File: src/pidff_pkg.sv
// Shared types, constants and codes of the four-form PID controller.
package pidff_pkg;

  // Field and datapath widths
  localparam int DATA_W     = 32;
  localparam int GAIN_W     = 32;
  localparam int TIME_W     = 24;
  localparam int FRAC_BITS  = 16;
  localparam int TIME_FRAC  = 16;
  localparam int ACC_W      = 48;
  localparam int TERM_W     = 56;
  localparam int ERR_W      = DATA_W + 1;
  // Widest signed multiplicand: |e0| * dt of the velocity integral
  localparam int OPB_W      = ERR_W + TIME_W + 1;
  localparam int MAG_W      = OPB_W - 1;
  localparam int PROD_W     = MAG_W + GAIN_W;
  // Term sum: accumulator plus four saturated terms
  localparam int SUM_W      = TERM_W + 4;
  // Dividend: gain times a second difference (ERR_W + 2 bits), shifted by TIME_FRAC
  localparam int DVD_W      = GAIN_W + ERR_W + 1 + TIME_FRAC;
  localparam int DVS_W      = TIME_W + FRAC_BITS;
  localparam int MUL_STEPS  = GAIN_W;
  localparam int DIV_STEPS  = DVD_W;
  localparam int CNT_W      = $clog2(DIV_STEPS);
  localparam int CFG_IDX_W  = 3;
  localparam int CFG_DATA_W = 32;

  // Controller forms
  typedef logic [1:0] mode_t;
  localparam mode_t MODE_POS = 2'd0;
  localparam mode_t MODE_VEL = 2'd1;
  localparam mode_t MODE_PID = 2'd2;
  localparam mode_t MODE_IPD = 2'd3;

  // Register indexes
  localparam logic [CFG_IDX_W-1:0] REG_MODE    = 3'd0;
  localparam logic [CFG_IDX_W-1:0] REG_GAIN_P  = 3'd1;
  localparam logic [CFG_IDX_W-1:0] REG_GAIN_I  = 3'd2;
  localparam logic [CFG_IDX_W-1:0] REG_GAIN_D  = 3'd3;
  localparam logic [CFG_IDX_W-1:0] REG_GAIN_FF = 3'd4;
  localparam logic [CFG_IDX_W-1:0] REG_OUT_MIN = 3'd5;
  localparam logic [CFG_IDX_W-1:0] REG_OUT_MAX = 3'd6;
  localparam logic [CFG_IDX_W-1:0] REG_CLAMP   = 3'd7;

  typedef struct packed {
    logic                     cmd;
    logic signed [DATA_W-1:0] setpoint;
    logic signed [DATA_W-1:0] measured;
    logic [TIME_W-1:0]        step_time;
  } in_t;

  typedef struct packed {
    logic signed [DATA_W-1:0] drive;
    logic                     clamped;
    logic                     dt_zero;
  } out_t;

  // Terms, in the order the sequencer runs them
  typedef enum logic [2:0] {
    JOB_IPRE,
    JOB_P,
    JOB_I,
    JOB_FF,
    JOB_D
  } job_e;

  typedef enum logic [3:0] {
    OP_NOP,
    OP_ACCEPT,
    OP_LOAD,
    OP_MSTEP,
    OP_DLOAD,
    OP_DSTEP,
    OP_TERM,
    OP_FINISH,
    OP_CLEAR
  } op_e;

  typedef struct packed {
    op_e  op;
    job_e job;
  } dp_cmd_t;

  typedef struct packed {
    mode_t mode;
    logic  dz;
    logic  out_free;
  } dp_status_t;

endpackage

File: src/pidff_ctrl.sv
// Sequencer of the PID controller: runs the terms through the shared mul/div unit.
module pidff_ctrl (
  input  logic                 clk_i,
  input  logic                 rst_ni,
  input  logic                 in_valid_i,
  input  logic                 in_cmd_i,
  output logic                 in_ready_o,
  input  pidff_pkg::dp_status_t status_i,
  output pidff_pkg::dp_cmd_t    cmd_o
);

  typedef enum logic [7:0] {
    S_IDLE  = 8'b0000_0001,
    S_LOAD  = 8'b0000_0010,
    S_MUL   = 8'b0000_0100,
    S_DLOAD = 8'b0000_1000,
    S_DIV   = 8'b0001_0000,
    S_TERM  = 8'b0010_0000,
    S_DONE  = 8'b0100_0000,
    S_CLEAR = 8'b1000_0000
  } state_e;

  state_e                       state_q, state_d;
  pidff_pkg::job_e              job_q, job_d;
  logic [pidff_pkg::CNT_W-1:0]  cnt_q, cnt_d;
  logic                         need_div;
  logic                         last_job;
  pidff_pkg::job_e              job_next;

  // Derivative terms, and the velocity feed-forward, go through the divider
  assign need_div = (job_q == pidff_pkg::JOB_D) ||
                    ((job_q == pidff_pkg::JOB_FF) && (status_i.mode == pidff_pkg::MODE_VEL));
  assign last_job = (job_q == pidff_pkg::JOB_D);

  always_comb begin
    unique case (job_q)
      pidff_pkg::JOB_IPRE: job_next = pidff_pkg::JOB_P;
      pidff_pkg::JOB_P:    job_next = pidff_pkg::JOB_I;
      pidff_pkg::JOB_I:    job_next = pidff_pkg::JOB_FF;
      pidff_pkg::JOB_FF:   job_next = pidff_pkg::JOB_D;
      default:             job_next = pidff_pkg::JOB_D;
    endcase
  end

  // Next state and command
  always_comb begin
    state_d    = state_q;
    job_d      = job_q;
    cnt_d      = cnt_q;
    cmd_o.op   = pidff_pkg::OP_NOP;
    cmd_o.job  = job_q;
    in_ready_o = 1'b0;
    unique case (state_q)
      S_IDLE: begin
        in_ready_o = 1'b1;
        if (in_valid_i) begin
          if (in_cmd_i) begin
            state_d = S_CLEAR;
          end else begin
            cmd_o.op = pidff_pkg::OP_ACCEPT;
            job_d    = pidff_pkg::JOB_IPRE;
            state_d  = S_LOAD;
          end
        end
      end
      S_LOAD: begin
        if (need_div && status_i.dz) begin
          // zero step time: term is zero, skip it
          if (last_job) state_d = S_DONE;
          else          job_d   = job_next;
        end else begin
          cmd_o.op = pidff_pkg::OP_LOAD;
          cnt_d    = '0;
          state_d  = S_MUL;
        end
      end
      S_MUL: begin
        cmd_o.op = pidff_pkg::OP_MSTEP;
        if (cnt_q == pidff_pkg::CNT_W'(pidff_pkg::MUL_STEPS - 1)) begin
          cnt_d   = '0;
          state_d = need_div ? S_DLOAD : S_TERM;
        end else begin
          cnt_d = cnt_q + 1'b1;
        end
      end
      S_DLOAD: begin
        cmd_o.op = pidff_pkg::OP_DLOAD;
        state_d  = S_DIV;
      end
      S_DIV: begin
        cmd_o.op = pidff_pkg::OP_DSTEP;
        if (cnt_q == pidff_pkg::CNT_W'(pidff_pkg::DIV_STEPS - 1)) begin
          cnt_d   = '0;
          state_d = S_TERM;
        end else begin
          cnt_d = cnt_q + 1'b1;
        end
      end
      S_TERM: begin
        cmd_o.op = pidff_pkg::OP_TERM;
        if (last_job) state_d = S_DONE;
        else begin
          job_d   = job_next;
          state_d = S_LOAD;
        end
      end
      S_DONE: begin
        if (status_i.out_free) begin
          cmd_o.op = pidff_pkg::OP_FINISH;
          state_d  = S_IDLE;
        end
      end
      S_CLEAR: begin
        if (status_i.out_free) begin
          cmd_o.op = pidff_pkg::OP_CLEAR;
          state_d  = S_IDLE;
        end
      end
      default: state_d = S_IDLE;
    endcase
  end

  always_ff @(posedge clk_i or negedge rst_ni) begin
    if (!rst_ni) begin
      state_q <= S_IDLE;
      job_q   <= pidff_pkg::JOB_IPRE;
      cnt_q   <= '0;
    end else begin
      state_q <= state_d;
      job_q   <= job_d;
      cnt_q   <= cnt_d;
    end
  end

  // Iteration count stays inside the multiply window
  a_mul_cnt: assert property (@(posedge clk_i) disable iff (!rst_ni)
    (state_q == S_MUL) |-> (cnt_q < pidff_pkg::CNT_W'(pidff_pkg::MUL_STEPS)))
    else $error("multiply step count out of range");

  // A division always starts from a freshly loaded dividend
  a_div_entry: assert property (@(posedge clk_i) disable iff (!rst_ni)
    ((state_q == S_DIV) && !$past(state_q == S_DIV)) |-> $past(state_q == S_DLOAD))
    else $error("division entered without dividend load");

  // Only the derivative-type terms reach the divider
  a_div_job: assert property (@(posedge clk_i) disable iff (!rst_ni)
    (state_q == S_DLOAD) |-> need_div)
    else $error("division started for a term without dt");

endmodule

File: src/pidff_datapath.sv
// Datapath: registers, controller state, serial mul/div unit, term sum and output stage.
module pidff_datapath (
  input  logic                               clk_i,
  input  logic                               rst_ni,
  input  pidff_pkg::dp_cmd_t                 cmd_i,
  output pidff_pkg::dp_status_t              status_o,
  input  pidff_pkg::in_t                     in_data_i,
  input  logic                               cfg_valid_i,
  input  logic [pidff_pkg::CFG_IDX_W-1:0]    cfg_index_i,
  input  logic [pidff_pkg::CFG_DATA_W-1:0]   cfg_data_i,
  output logic                               out_valid_o,
  input  logic                               out_ready_i,
  output pidff_pkg::out_t                    out_data_o
);

  localparam int DATA_W = pidff_pkg::DATA_W;
  localparam int GAIN_W = pidff_pkg::GAIN_W;
  localparam int TIME_W = pidff_pkg::TIME_W;
  localparam int ACC_W  = pidff_pkg::ACC_W;
  localparam int TERM_W = pidff_pkg::TERM_W;
  localparam int ERR_W  = pidff_pkg::ERR_W;
  localparam int OPB_W  = pidff_pkg::OPB_W;
  localparam int MAG_W  = pidff_pkg::MAG_W;
  localparam int PROD_W = pidff_pkg::PROD_W;
  localparam int SUM_W  = pidff_pkg::SUM_W;
  localparam int DVD_W  = pidff_pkg::DVD_W;
  localparam int DVS_W  = pidff_pkg::DVS_W;

  localparam logic [PROD_W-1:0] TERM_LIM = PROD_W'((65'd1 << (TERM_W - 1)) - 65'd1);
  localparam logic signed [SUM_W-1:0] ACC_MAX = SUM_W'((65'sd1 <<< (ACC_W - 1)) - 65'sd1);
  localparam logic signed [SUM_W-1:0] ACC_MIN = -ACC_MAX - SUM_W'(1);
  localparam logic signed [ACC_W-1:0] DAT_MAX = ACC_W'((65'sd1 <<< (DATA_W - 1)) - 65'sd1);
  localparam logic signed [ACC_W-1:0] DAT_MIN = -DAT_MAX - ACC_W'(1);

  // Configuration registers
  pidff_pkg::mode_t         mode_q;
  logic signed [GAIN_W-1:0] gain_p_q, gain_i_q, gain_d_q, gain_ff_q;
  logic signed [DATA_W-1:0] out_min_q, out_max_q;
  logic                     clamp_en_q;

  // Controller state
  logic signed [ERR_W-1:0]  e0_q, e1_q, e2_q;
  logic signed [ACC_W-1:0]  integral_q, accum_q;
  logic signed [DATA_W-1:0] last_sp_q, last_pv_q;

  // Current sample
  logic signed [DATA_W-1:0] sp_q, pv_q;
  logic [TIME_W-1:0]        t_q;
  logic                     dz_q;

  // Mul/div unit and term sum
  logic [PROD_W-1:0]        acc_q;
  logic [MAG_W-1:0]         b_q, pre_q;
  logic [GAIN_W-1:0]        g_q;
  logic                     neg_q, pre_neg_q;
  logic [DVS_W-1:0]         rem_q;
  logic [DVD_W-1:0]         dvd_q;
  logic signed [SUM_W-1:0]  sum_q;
  logic                     flag_q;

  logic                     out_valid_q;
  pidff_pkg::out_t          out_q;

  logic vel, pos, ipd, pid;
  assign vel = (mode_q == pidff_pkg::MODE_VEL);
  assign pos = (mode_q == pidff_pkg::MODE_POS);
  assign pid = (mode_q == pidff_pkg::MODE_PID);
  assign ipd = (mode_q == pidff_pkg::MODE_IPD);

  // Differences of the history
  logic signed [ERR_W:0]   e_d1, e_s1, half;
  logic signed [ERR_W+1:0] e_d2;
  logic signed [ERR_W-1:0] sp_diff, pv_diff, e_new;
  assign e_d1    = (ERR_W+1)'(e0_q) - (ERR_W+1)'(e1_q);
  assign e_d2    = (ERR_W+2)'(e0_q) - ((ERR_W+2)'(e1_q) <<< 1) + (ERR_W+2)'(e2_q);
  assign e_s1    = (ERR_W+1)'(e0_q) + (ERR_W+1)'(e1_q);
  // truncate toward zero on the halving
  assign half    = (e_s1 + $signed({{ERR_W{1'b0}}, e_s1[ERR_W]})) >>> 1;
  assign sp_diff = ERR_W'(sp_q) - ERR_W'(last_sp_q);
  assign pv_diff = ERR_W'(pv_q) - ERR_W'(last_pv_q);
  assign e_new   = ERR_W'(in_data_i.setpoint) - ERR_W'(in_data_i.measured);

  // Operand selection for the current term
  logic signed [OPB_W-1:0]  opb;
  logic signed [GAIN_W-1:0] gsel;
  logic [MAG_W-1:0]         bmag;
  logic                     bneg;
  logic [GAIN_W-1:0]        gmag;
  logic                     gneg;

  always_comb begin
    opb  = '0;
    gsel = '0;
    unique case (cmd_i.job)
      pidff_pkg::JOB_IPRE: opb = vel ? OPB_W'(e0_q) : OPB_W'(half);
      pidff_pkg::JOB_P: begin
        gsel = gain_p_q;
        if (ipd)      opb = OPB_W'(pv_q);
        else if (vel) opb = OPB_W'(e_d1);
        else          opb = OPB_W'(e0_q);
      end
      pidff_pkg::JOB_I: begin
        gsel = gain_i_q;
        opb  = OPB_W'(integral_q);
      end
      pidff_pkg::JOB_FF: begin
        gsel = gain_ff_q;
        opb  = vel ? OPB_W'(sp_diff) : OPB_W'(sp_q);
      end
      pidff_pkg::JOB_D: begin
        gsel = gain_d_q;
        if (vel)      opb = OPB_W'(e_d2);
        else if (pos) opb = OPB_W'(e_d1);
        else          opb = OPB_W'(pv_diff);
      end
      default: opb = '0;
    endcase
  end

  always_comb begin
    if (vel && (cmd_i.job == pidff_pkg::JOB_I)) begin
      bmag = pre_q;
      bneg = pre_neg_q;
    end else begin
      bmag = MAG_W'(opb[OPB_W-1] ? -opb : opb);
      bneg = opb[OPB_W-1];
    end
    if (cmd_i.job == pidff_pkg::JOB_IPRE) begin
      gmag = GAIN_W'(t_q);
      gneg = 1'b0;
    end else begin
      gmag = GAIN_W'(gsel[GAIN_W-1] ? -gsel : gsel);
      gneg = gsel[GAIN_W-1];
    end
  end

  // Divider step
  logic [DVS_W:0] rem_sh, dvs;
  logic           rem_ge;
  assign rem_sh = {rem_q, dvd_q[DVD_W-1]};
  assign dvs    = {1'b0, t_q, {pidff_pkg::FRAC_BITS{1'b0}}};
  assign rem_ge = (rem_sh >= dvs);

  // Term scaling and saturation
  logic                     div_job, flip, over, term_neg;
  logic [PROD_W-1:0]        raw_mag;
  logic [TERM_W-2:0]        tmag;
  logic signed [SUM_W-1:0]  tval, sum_add;
  assign div_job = (cmd_i.job == pidff_pkg::JOB_D) || ((cmd_i.job == pidff_pkg::JOB_FF) && vel);
  assign flip    = ((cmd_i.job == pidff_pkg::JOB_P) && ipd) ||
                   ((cmd_i.job == pidff_pkg::JOB_D) && (pid || ipd));

  always_comb begin
    if (div_job)                           raw_mag = PROD_W'(dvd_q);
    else if (cmd_i.job == pidff_pkg::JOB_I)
      raw_mag = acc_q >> (pidff_pkg::FRAC_BITS + pidff_pkg::TIME_FRAC);
    else                                   raw_mag = acc_q >> pidff_pkg::FRAC_BITS;
  end

  assign over     = (raw_mag > TERM_LIM);
  assign tmag     = over ? '1 : raw_mag[TERM_W-2:0];
  assign term_neg = neg_q ^ flip;
  assign tval     = $signed(SUM_W'(tmag));
  assign sum_add  = term_neg ? (sum_q - tval) : (sum_q + tval);

  // Integral update from the pre-multiply (no flag)
  logic signed [SUM_W-1:0] pval, isum;
  logic signed [ACC_W-1:0] isat;
  assign pval = $signed(SUM_W'(acc_q[MAG_W-1:0]));
  assign isum = SUM_W'(integral_q) + (neg_q ? -pval : pval);
  assign isat = (isum > ACC_MAX) ? ACC_W'(ACC_MAX) :
                ((isum < ACC_MIN) ? ACC_W'(ACC_MIN) : ACC_W'(isum));

  // Final saturation, clamp and output narrowing
  logic signed [ACC_W-1:0]  s48, cx, omin, omax;
  logic signed [DATA_W-1:0] rout;
  logic                     f48, fcl, fdat;
  assign s48  = (sum_q > ACC_MAX) ? ACC_W'(ACC_MAX) :
                ((sum_q < ACC_MIN) ? ACC_W'(ACC_MIN) : ACC_W'(sum_q));
  assign f48  = (SUM_W'(s48) != sum_q);
  assign omin = ACC_W'(out_min_q);
  assign omax = ACC_W'(out_max_q);
  assign cx   = !clamp_en_q ? s48 :
                ((s48 > omax) ? omax : ((omin > s48) ? omin : s48));
  assign fcl  = (cx != s48);
  assign rout = (cx > DAT_MAX) ? DATA_W'(DAT_MAX) :
                ((cx < DAT_MIN) ? DATA_W'(DAT_MIN) : DATA_W'(cx));
  assign fdat = (ACC_W'(rout) != cx);

  // Registers and architectural state
  always_ff @(posedge clk_i or negedge rst_ni) begin
    if (!rst_ni) begin
      mode_q      <= pidff_pkg::MODE_POS;
      gain_p_q    <= '0;
      gain_i_q    <= '0;
      gain_d_q    <= '0;
      gain_ff_q   <= '0;
      out_min_q   <= {1'b1, {(DATA_W-1){1'b0}}};
      out_max_q   <= {1'b0, {(DATA_W-1){1'b1}}};
      clamp_en_q  <= 1'b0;
      e0_q        <= '0;
      e1_q        <= '0;
      e2_q        <= '0;
      integral_q  <= '0;
      accum_q     <= '0;
      last_sp_q   <= '0;
      last_pv_q   <= '0;
      out_valid_q <= 1'b0;
    end else begin
      if (cfg_valid_i) begin
        unique case (cfg_index_i)
          pidff_pkg::REG_MODE:    mode_q     <= cfg_data_i[1:0];
          pidff_pkg::REG_GAIN_P:  gain_p_q   <= cfg_data_i;
          pidff_pkg::REG_GAIN_I:  gain_i_q   <= cfg_data_i;
          pidff_pkg::REG_GAIN_D:  gain_d_q   <= cfg_data_i;
          pidff_pkg::REG_GAIN_FF: gain_ff_q  <= cfg_data_i;
          pidff_pkg::REG_OUT_MIN: out_min_q  <= cfg_data_i;
          pidff_pkg::REG_OUT_MAX: out_max_q  <= cfg_data_i;
          pidff_pkg::REG_CLAMP:   clamp_en_q <= cfg_data_i[0];
        endcase
      end
      if (out_valid_q && out_ready_i) out_valid_q <= 1'b0;
      unique case (cmd_i.op)
        pidff_pkg::OP_ACCEPT: begin
          e2_q <= e1_q;
          e1_q <= e0_q;
          e0_q <= e_new;
        end
        pidff_pkg::OP_TERM: begin
          if ((cmd_i.job == pidff_pkg::JOB_IPRE) && !vel) integral_q <= isat;
        end
        pidff_pkg::OP_FINISH: begin
          accum_q     <= vel ? s48 : cx;
          if (vel)        last_sp_q <= sp_q;
          if (pid || ipd) last_pv_q <= pv_q;
          out_valid_q <= 1'b1;
        end
        pidff_pkg::OP_CLEAR: begin
          e0_q        <= '0;
          e1_q        <= '0;
          e2_q        <= '0;
          integral_q  <= '0;
          accum_q     <= '0;
          last_sp_q   <= '0;
          last_pv_q   <= '0;
          out_valid_q <= 1'b1;
        end
        default: ;
      endcase
    end
  end

  // Working registers, no reset
  always_ff @(posedge clk_i) begin
    unique case (cmd_i.op)
      pidff_pkg::OP_ACCEPT: begin
        sp_q   <= in_data_i.setpoint;
        pv_q   <= in_data_i.measured;
        t_q    <= in_data_i.step_time;
        dz_q   <= (in_data_i.step_time == '0);
        sum_q  <= vel ? SUM_W'(accum_q) : '0;
        flag_q <= 1'b0;
      end
      pidff_pkg::OP_LOAD: begin
        acc_q <= '0;
        b_q   <= bmag;
        g_q   <= gmag;
        neg_q <= bneg ^ gneg;
      end
      pidff_pkg::OP_MSTEP: begin
        // MSB-first shift and add
        acc_q <= (acc_q << 1) + (g_q[GAIN_W-1] ? PROD_W'(b_q) : '0);
        g_q   <= g_q << 1;
      end
      pidff_pkg::OP_DLOAD: begin
        dvd_q <= DVD_W'(acc_q) << pidff_pkg::TIME_FRAC;
        rem_q <= '0;
      end
      pidff_pkg::OP_DSTEP: begin
        // restoring division, one quotient bit per cycle
        rem_q <= rem_ge ? DVS_W'(rem_sh - dvs) : DVS_W'(rem_sh);
        dvd_q <= {dvd_q[DVD_W-2:0], rem_ge};
      end
      pidff_pkg::OP_TERM: begin
        if (cmd_i.job == pidff_pkg::JOB_IPRE) begin
          pre_q     <= acc_q[MAG_W-1:0];
          pre_neg_q <= neg_q;
        end else begin
          sum_q  <= sum_add;
          flag_q <= flag_q | over;
        end
      end
      pidff_pkg::OP_FINISH: begin
        out_q.drive   <= rout;
        out_q.clamped <= flag_q | f48 | fcl | fdat;
        out_q.dt_zero <= dz_q;
      end
      pidff_pkg::OP_CLEAR: out_q <= '0;
      default: ;
    endcase
  end

  assign status_o.mode     = mode_q;
  assign status_o.dz       = dz_q;
  assign status_o.out_free = !out_valid_q || out_ready_i;
  assign out_valid_o       = out_valid_q;
  assign out_data_o        = out_q;

  // A result is written only into a free output register
  a_out_free: assert property (@(posedge clk_i) disable iff (!rst_ni)
    ((cmd_i.op == pidff_pkg::OP_FINISH) || (cmd_i.op == pidff_pkg::OP_CLEAR)) |->
      (!out_valid_q || out_ready_i))
    else $error("result written over an untaken result");

  // Output valid comes only from a finish or a clear
  a_out_src: assert property (@(posedge clk_i) disable iff (!rst_ni)
    $rose(out_valid_q) |->
      $past((cmd_i.op == pidff_pkg::OP_FINISH) || (cmd_i.op == pidff_pkg::OP_CLEAR)))
    else $error("output valid without a finished transaction");

endmodule

File: src/pid_controller_four_forms.sv
// Top level of the four-form PID controller with feed-forward.
//
// One transaction on the input channel is one control sample; each gives exactly one
// result transaction. A compute sample is accepted, then runs five terms on a
// shared serial multiplier (one bit of the 32-bit gain per cycle, with load and
// accumulate), and each derivative-type term then also runs on the
// restoring divider (the derivative, and in velocity form also the feed-forward);
// then a finish step writes the result. When the step time is zero the divided terms
// are skipped. The next sample is accepted while the previous result still waits
// in the output register. Configuration writes are always accepted and must be
// made while idle.
module pid_controller_four_forms (
  input  logic                             clk_i,
  input  logic                             rst_ni,
  input  logic                             in_valid_i,
  output logic                             in_ready_o,
  input  pidff_pkg::in_t                   in_data_i,
  output logic                             out_valid_o,
  input  logic                             out_ready_i,
  output pidff_pkg::out_t                  out_data_o,
  input  logic                             cfg_valid_i,
  output logic                             cfg_ready_o,
  input  logic [pidff_pkg::CFG_IDX_W-1:0]  cfg_index_i,
  input  logic [pidff_pkg::CFG_DATA_W-1:0] cfg_data_i
);

  pidff_pkg::dp_cmd_t    dp_cmd;
  pidff_pkg::dp_status_t dp_status;

  assign cfg_ready_o = 1'b1;

  // Sequencer
  pidff_ctrl u_ctrl (
    .clk_i      (clk_i),
    .rst_ni     (rst_ni),
    .in_valid_i (in_valid_i),
    .in_cmd_i   (in_data_i.cmd),
    .in_ready_o (in_ready_o),
    .status_i   (dp_status),
    .cmd_o      (dp_cmd)
  );

  // Arithmetic and state
  pidff_datapath u_datapath (
    .clk_i       (clk_i),
    .rst_ni      (rst_ni),
    .cmd_i       (dp_cmd),
    .status_o    (dp_status),
    .in_data_i   (in_data_i),
    .cfg_valid_i (cfg_valid_i),
    .cfg_index_i (cfg_index_i),
    .cfg_data_i  (cfg_data_i),
    .out_valid_o (out_valid_o),
    .out_ready_i (out_ready_i),
    .out_data_o  (out_data_o)
  );

endmodule
File: config.mk
export PLATFORM = sky130hd
export DESIGN_NAME = pid_controller_four_forms
export DESIGN_NICKNAME = d
export VERILOG_FILES = /design/src/pidff_pkg.sv /design/src/pidff_ctrl.sv /design/src/pidff_datapath.sv /design/src/pid_controller_four_forms.sv
export SDC_FILE = /design/constraint.sdc
export NUM_CORES = 2
export LEC_CHECK = 0
export BUFFER_PORTS_ARGS = -buffer_cell sky130_fd_sc_hd__buf_4
export CORE_ASPECT_RATIO = 1.5
export CORE_MARGIN = 3
export CORE_UTILIZATION = 68
export DETAILED_ROUTE_END_ITERATION = 16
export GPL_TIMING_DRIVEN = 0
export PLACE_DENSITY = 0.86
export SLEW_MARGIN = 10
export SYNTH_ARGS = -nofsm -noshare
export SYNTH_HDL_FRONTEND = slang
export SYNTH_HIERARCHICAL = 1
export SYNTH_SLANG_ARGS = --single-unit
File: constraint.sdc
create_clock -name clk_i -period 13.3 [get_ports clk_i]
set_clock_uncertainty 0.05 [all_clocks]
set_input_delay 2.66 -clock clk_i [delete_from_list [all_inputs] [get_ports clk_i]]
set_output_delay 2.66 -clock clk_i [all_outputs]
set_load 0.01 [all_outputs]
==> flow_summary_export.csv, run 1 <==
group,metric,value,unit
outcome,status,"did not finish",
outcome,lastStage,"global routing (5_1_grt)",
outcome,first-error,"[ERROR GRT-0116] Global routing finished with congestion. Check the congestion regions in the DRC Viewer.",
floorplan,die_x,280,um
floorplan,initial_core_util,69.0,%
synth,synth.avg_cell_area,8.77,sq um
synth,syn-num-nets,9376,
synth,post-synth-top-count-cell,"nand2_1",
clocking,cts_num_sinks,1016,
floorplan,die_h,416,um
synth,netlist_instances,8708,
global_routing,grt_start_max_net_pins,110,
clocking,cts-buffers-inserted,98,
global_routing,grt_pass1_wl,536000,um
synth,synth.area.top_cells,"edfxtp_1, dfrtp_1, ha_1",
placed_design,pre_cts_ws,-2500,ps
global_routing,gr-total-overflow,21,
synth,ys_ff_latch,1016,
synth,synth_cell_types,117,
synth,synth_fa_ha_area_share,9.24,%
synth,synth_common_cells,"nand2_1, a21oi_1, nor2_1, inv_1, edfxtp_1",
floorplan,io_pins,166,
synth,ys.flop_type,"edfxtp_1",
clocking,cts-root-buf,"clkbuf_16",
placed_design,place.gp.congestion,1.23,
clocking,postCtsHoldBufs,0,
synth,synth.cell_area,76400,sq um
synth,ys_async_sr_fraction,46.6,%
synth,synth_top_family_by_area,"compound AO/OA/AOI/OAI gates",
clocking,post_cts_buffers,0,
clocking,h-tree-depth,3,
global_routing,grt_usage,62.5,%
placed_design,hpwl,258000,um
synth,synth_edf_count,543,
synth,synth_area_leader_cell,"edfxtp_1",
synth,synth-simple-area-share,18.3,%
clocking,clock_path_buffers,3,
synth,synth_compound_area_share,21.3,%
synth,synth-xor-area-share,5.64,%
synth,yosys.area.top_type_share,21.4,%
floorplan,fp-row-count,149,
synth,seq_area_frac_synth,36.9,%
global_routing,grt_pass1_vias,81034,
synth,synth_mux_area_share,3.74,%
placed_design,port_buffers,162,
synth,synth_warnings,6,
kinds of logic after synthesis:
| logic type | count (synthesis) |
|---|---|
| compound gates | 2526 |
| xor+xnor | 492 |
| fa+ha+maj | 539 |
| buf+inv | 978 |
| flops | 1016 |
| mux | 259 |
| other cells | 1 |
| simple gates | 2897 |
layer usage:
metal	overflow	track usage, %
met5	0	6.18
met4	17	70.1
met3	0	35.5
met2	4	89.0
met1	0	58.5
per-stage QoR:
step,cells,setup TNS (ps),cell area [sq um]
detailed placement,10322,-45280,79900
global placement,10304,-78450,79400
CTS,10502,0,83200
floorplan,8708,0,76400
repair_timing:
item                                    CTS
gates cloned                              0
endpoints found under the setup margin   39
pin swaps                                 0
resized for setup                         2
==> inputs of run 2 (changes only) <==
--- a/config.mk
+++ b/config.mk
@@ -6,12 +6,11 @@
 export NUM_CORES = 2
 export LEC_CHECK = 0
 export BUFFER_PORTS_ARGS = -buffer_cell sky130_fd_sc_hd__buf_4
-export CORE_ASPECT_RATIO = 1.5
 export CORE_MARGIN = 3
-export CORE_UTILIZATION = 68
+export CORE_UTILIZATION = 40
 export DETAILED_ROUTE_END_ITERATION = 16
 export GPL_TIMING_DRIVEN = 0
-export PLACE_DENSITY = 0.86
+export PLACE_DENSITY_LB_ADDON = 0.15
 export SLEW_MARGIN = 10
 export SYNTH_ARGS = -nofsm -noshare
 export SYNTH_HDL_FRONTEND = slang
==> run 2 against run 1 <==
The flow now finishes without violations; synthesized area unchanged; synthesized cell count unchanged.
==> flow_summary_export.csv, run 2 <==
group,metric,value,unit
finish,largest-register,"u_datapath/acc_q",
floorplan,io_pins,166,
route,vias,71921,
synth,seq_area_frac_synth,36.9,%
timing,finalCriticalPeriod,12970,ps
finish,area_delta_synth_final,11.8,%
critical_path,cp_top_family,"compound AO/OA/AOI/OAI gates",
timing,maxSlewHeadroom,4.35,%
global_routing,grt_pass1_wl,477000,um
synth,synth_edf_count,543,
clocking,post_cts_buffers,0,
synth,ys.flop_type,"edfxtp_1",
floorplan,fp-row-count,159,
timing,slew_violations,0,
synth,syn-num-nets,9376,
clocking,h-tree-depth,3,
placed_design,place.gp.congestion,1.03,
critical_path,cpMaxStageDelayCell,"nor3b_2",
global_routing,gr-total-overflow,0,
finish,largest_register_ffs,89,
synth,ys_ff_latch,1016,
route,remaining_drc_errors,0,
synth,yosys.area.top_type_share,21.4,%
finish,drive_above_1_share,8.45,%
global_routing,antenna_found_initial,36,
critical_path,crit_path_end_kind,"flop",
critical_path,r2r_cells,26,
timing,fin_setup_tns,0,ps
critical_path,cp_num_buf_inv,7,
route,ant_nets,0,
synth,post-synth-top-count-cell,"nand2_1",
critical_path,crit_cells,26,
critical_path,crit_path_frequent_cell,"o21ai_0",
global_routing,grt_pass1_vias,67190,
finish,multi_input_comb_area,44600,sq um
floorplan,core,189000,sq um
floorplan,dieArea,196000,sq um
placed_design,pre_cts_ws,-2260,ps
route,via_per_inst,6.19,
finish,reg_top3,"u_datapath/acc_q: 89 flops, u_datapath/dvd_q: 82 flops, u_datapath/sum_q: 60 flops",
clocking,cts-root-buf,"clkbuf_16",
timing,period_share,97.5,%
global_routing,grt_start_max_net_pins,91,
clocking,cts_tree,"built",
finish,layout_common_cells,"nand2_1, a21oi_1, nor2_1",
route,routedWlPerCell,28.8,um
clocking,cts_num_sinks,1016,
clocking,cts-buffers-inserted,118,
synth,synth_warnings,6,
power_and_ir_drop,powerDensity,262,nW/um^2
synth,synth.area.top_cells,"edfxtp_1, dfrtp_1, ha_1",
timing,setup_violations,0,
floorplan,die_h,443,um
power_and_ir_drop,leakagePower,35.0,nW
timing,max_freq,77.1,MHz
hold_path,min_path_type,"reg2reg",
critical_path,worstPathArrival,13470,ps
power_and_ir_drop,ir_drop,0.155,mV
clocking,clk_latency,840,ps
finish,nFillCells,18559,
critical_path,cp-start-kind,"flop",
critical_path,required,13810,ps
placed_design,hpwl,269000,um
route,routed_wl,334000,um
finish,final_common_cell,"nand2_1",
timing,setup_slack,335,ps
floorplan,initial_core_util,40.4,%
route,drt_first_pass_iters,9,
clocking,clock_path_buffers,3,
finish,final-seq-area,28200,sq um
route,first_iter_violations,9218,
outcome,status,"completed",
hold_path,holdPathStages,0,
synth,synth_cell_types,117,
synth,synth_common_cells,"nand2_1, a21oi_1, nor2_1, inv_1, edfxtp_1",
synth,synth.cell_area,76400,sq um
timing,rsz0062_at_grt,"no",
synth,synth_area_leader_cell,"edfxtp_1",
critical_path,max_stage_delay,1220,ps
clocking,postCtsHoldBufs,0,
synth,netlist_instances,8708,
run,cap_violations,0,
placed_design,port_buffers,162,
floorplan,die_x,443,um
synth,synth.avg_cell_area,8.77,sq um
critical_path,crit_fanout,10,
critical_path,path_class,"reg2reg",
synth,ys_async_sr_fraction,46.6,%
timing,hold_viol_final,0,
finish,final_nets,9683,
global_routing,grt_usage,32.9,%
clocking,clk_pin_slew,60,ps
timing,tightest_slew,1430,ps
[run 2: what timing repair did]
action                                  4_1_cts  5_1_grt
resized for setup                             7        5
endpoints found under the setup margin       39        7
pin swaps                                     0        0
[run 2: per-layer routing]
| metal | wire length (um) | GRT usage (%) | up-vias |
|---|---|---|---|
| met2 | 136000 | 46.7 | 3410 |
| met5 | 9 | 0 | - |
| met1 | 150000 | 47.9 | 35569 |
| li1 | - | - | 32418 |
| met3 | 34400 | 7.53 | 522 |
| met4 | 14900 | 13.3 | 2 |
[run 2: area by class of cell]
| type | count | share of cell area [%] |
|---|---|---|
| multi-input cells | 6714 | 52.2 |
| flip-flops and latches | 1016 | 33.0 |
| clock buffers | 143 | 3.67 |
| well taps | 2495 | 3.66 |
| inverters | 551 | 2.42 |
| repair buffers | 189 | 2.03 |
| plain buffers | 425 | 1.95 |
| clock inverters | 77 | 0.986 |
| diodes | 13 | 0.0381 |
[run 2: power breakdown]
part,switching (mW),total [mW],internal (mW)
clock,1.50,3.40,1.90
sequential,0.896,5.16,4.26
combinational,9.32,13.8,4.50
[run 2: kinds of logic after synthesis]
family          count (synthesis)  share of synthesized area, %
xor+xnor                      492                          5.64
fa+ha+maj                     539                          9.24
simple gates                 2897                          18.3
flops                        1016                          36.9
compound gates               2526                          21.3
other cells                     1                       0.00491
mux                           259                          3.74
buf+inv                       978                          4.85
[run 2: final timing paths]
check / slack [ps] / startpoint / endpoint
max in group asynchronous: 9220 / rst_ni / u_datapath/out_max_q[6]
min: 400 / u_datapath/acc_q[56] / u_datapath/pre_q[56]
min reg2reg: 400 / u_datapath/acc_q[56] / u_datapath/pre_q[56]
max: 330 / u_ctrl/job_q[2] / u_datapath/sum_q[54]
max reg2reg: 330 / u_ctrl/job_q[2] / u_datapath/sum_q[54]
min in group asynchronous: 1750 / rst_ni / u_datapath/last_sp_q[2]
[run 2: through the flow]
step	std cells	instance area [sq um]	total power, mW	utilization (%)	hold WS, ps
2_1_floorplan	8708	76400	13.4	-	374
3_3_place_gp	11365	80700	18.3	42.7	378
3_5_place_dp	11391	81300	18.4	43.1	386
4_1_cts	11609	85300	21.9	45.2	404
5_1_grt	11614	85400	23.6	45.2	408
6_report	11623	85400	22.4	45.2	398
Power figures use the tool's default switching activity.
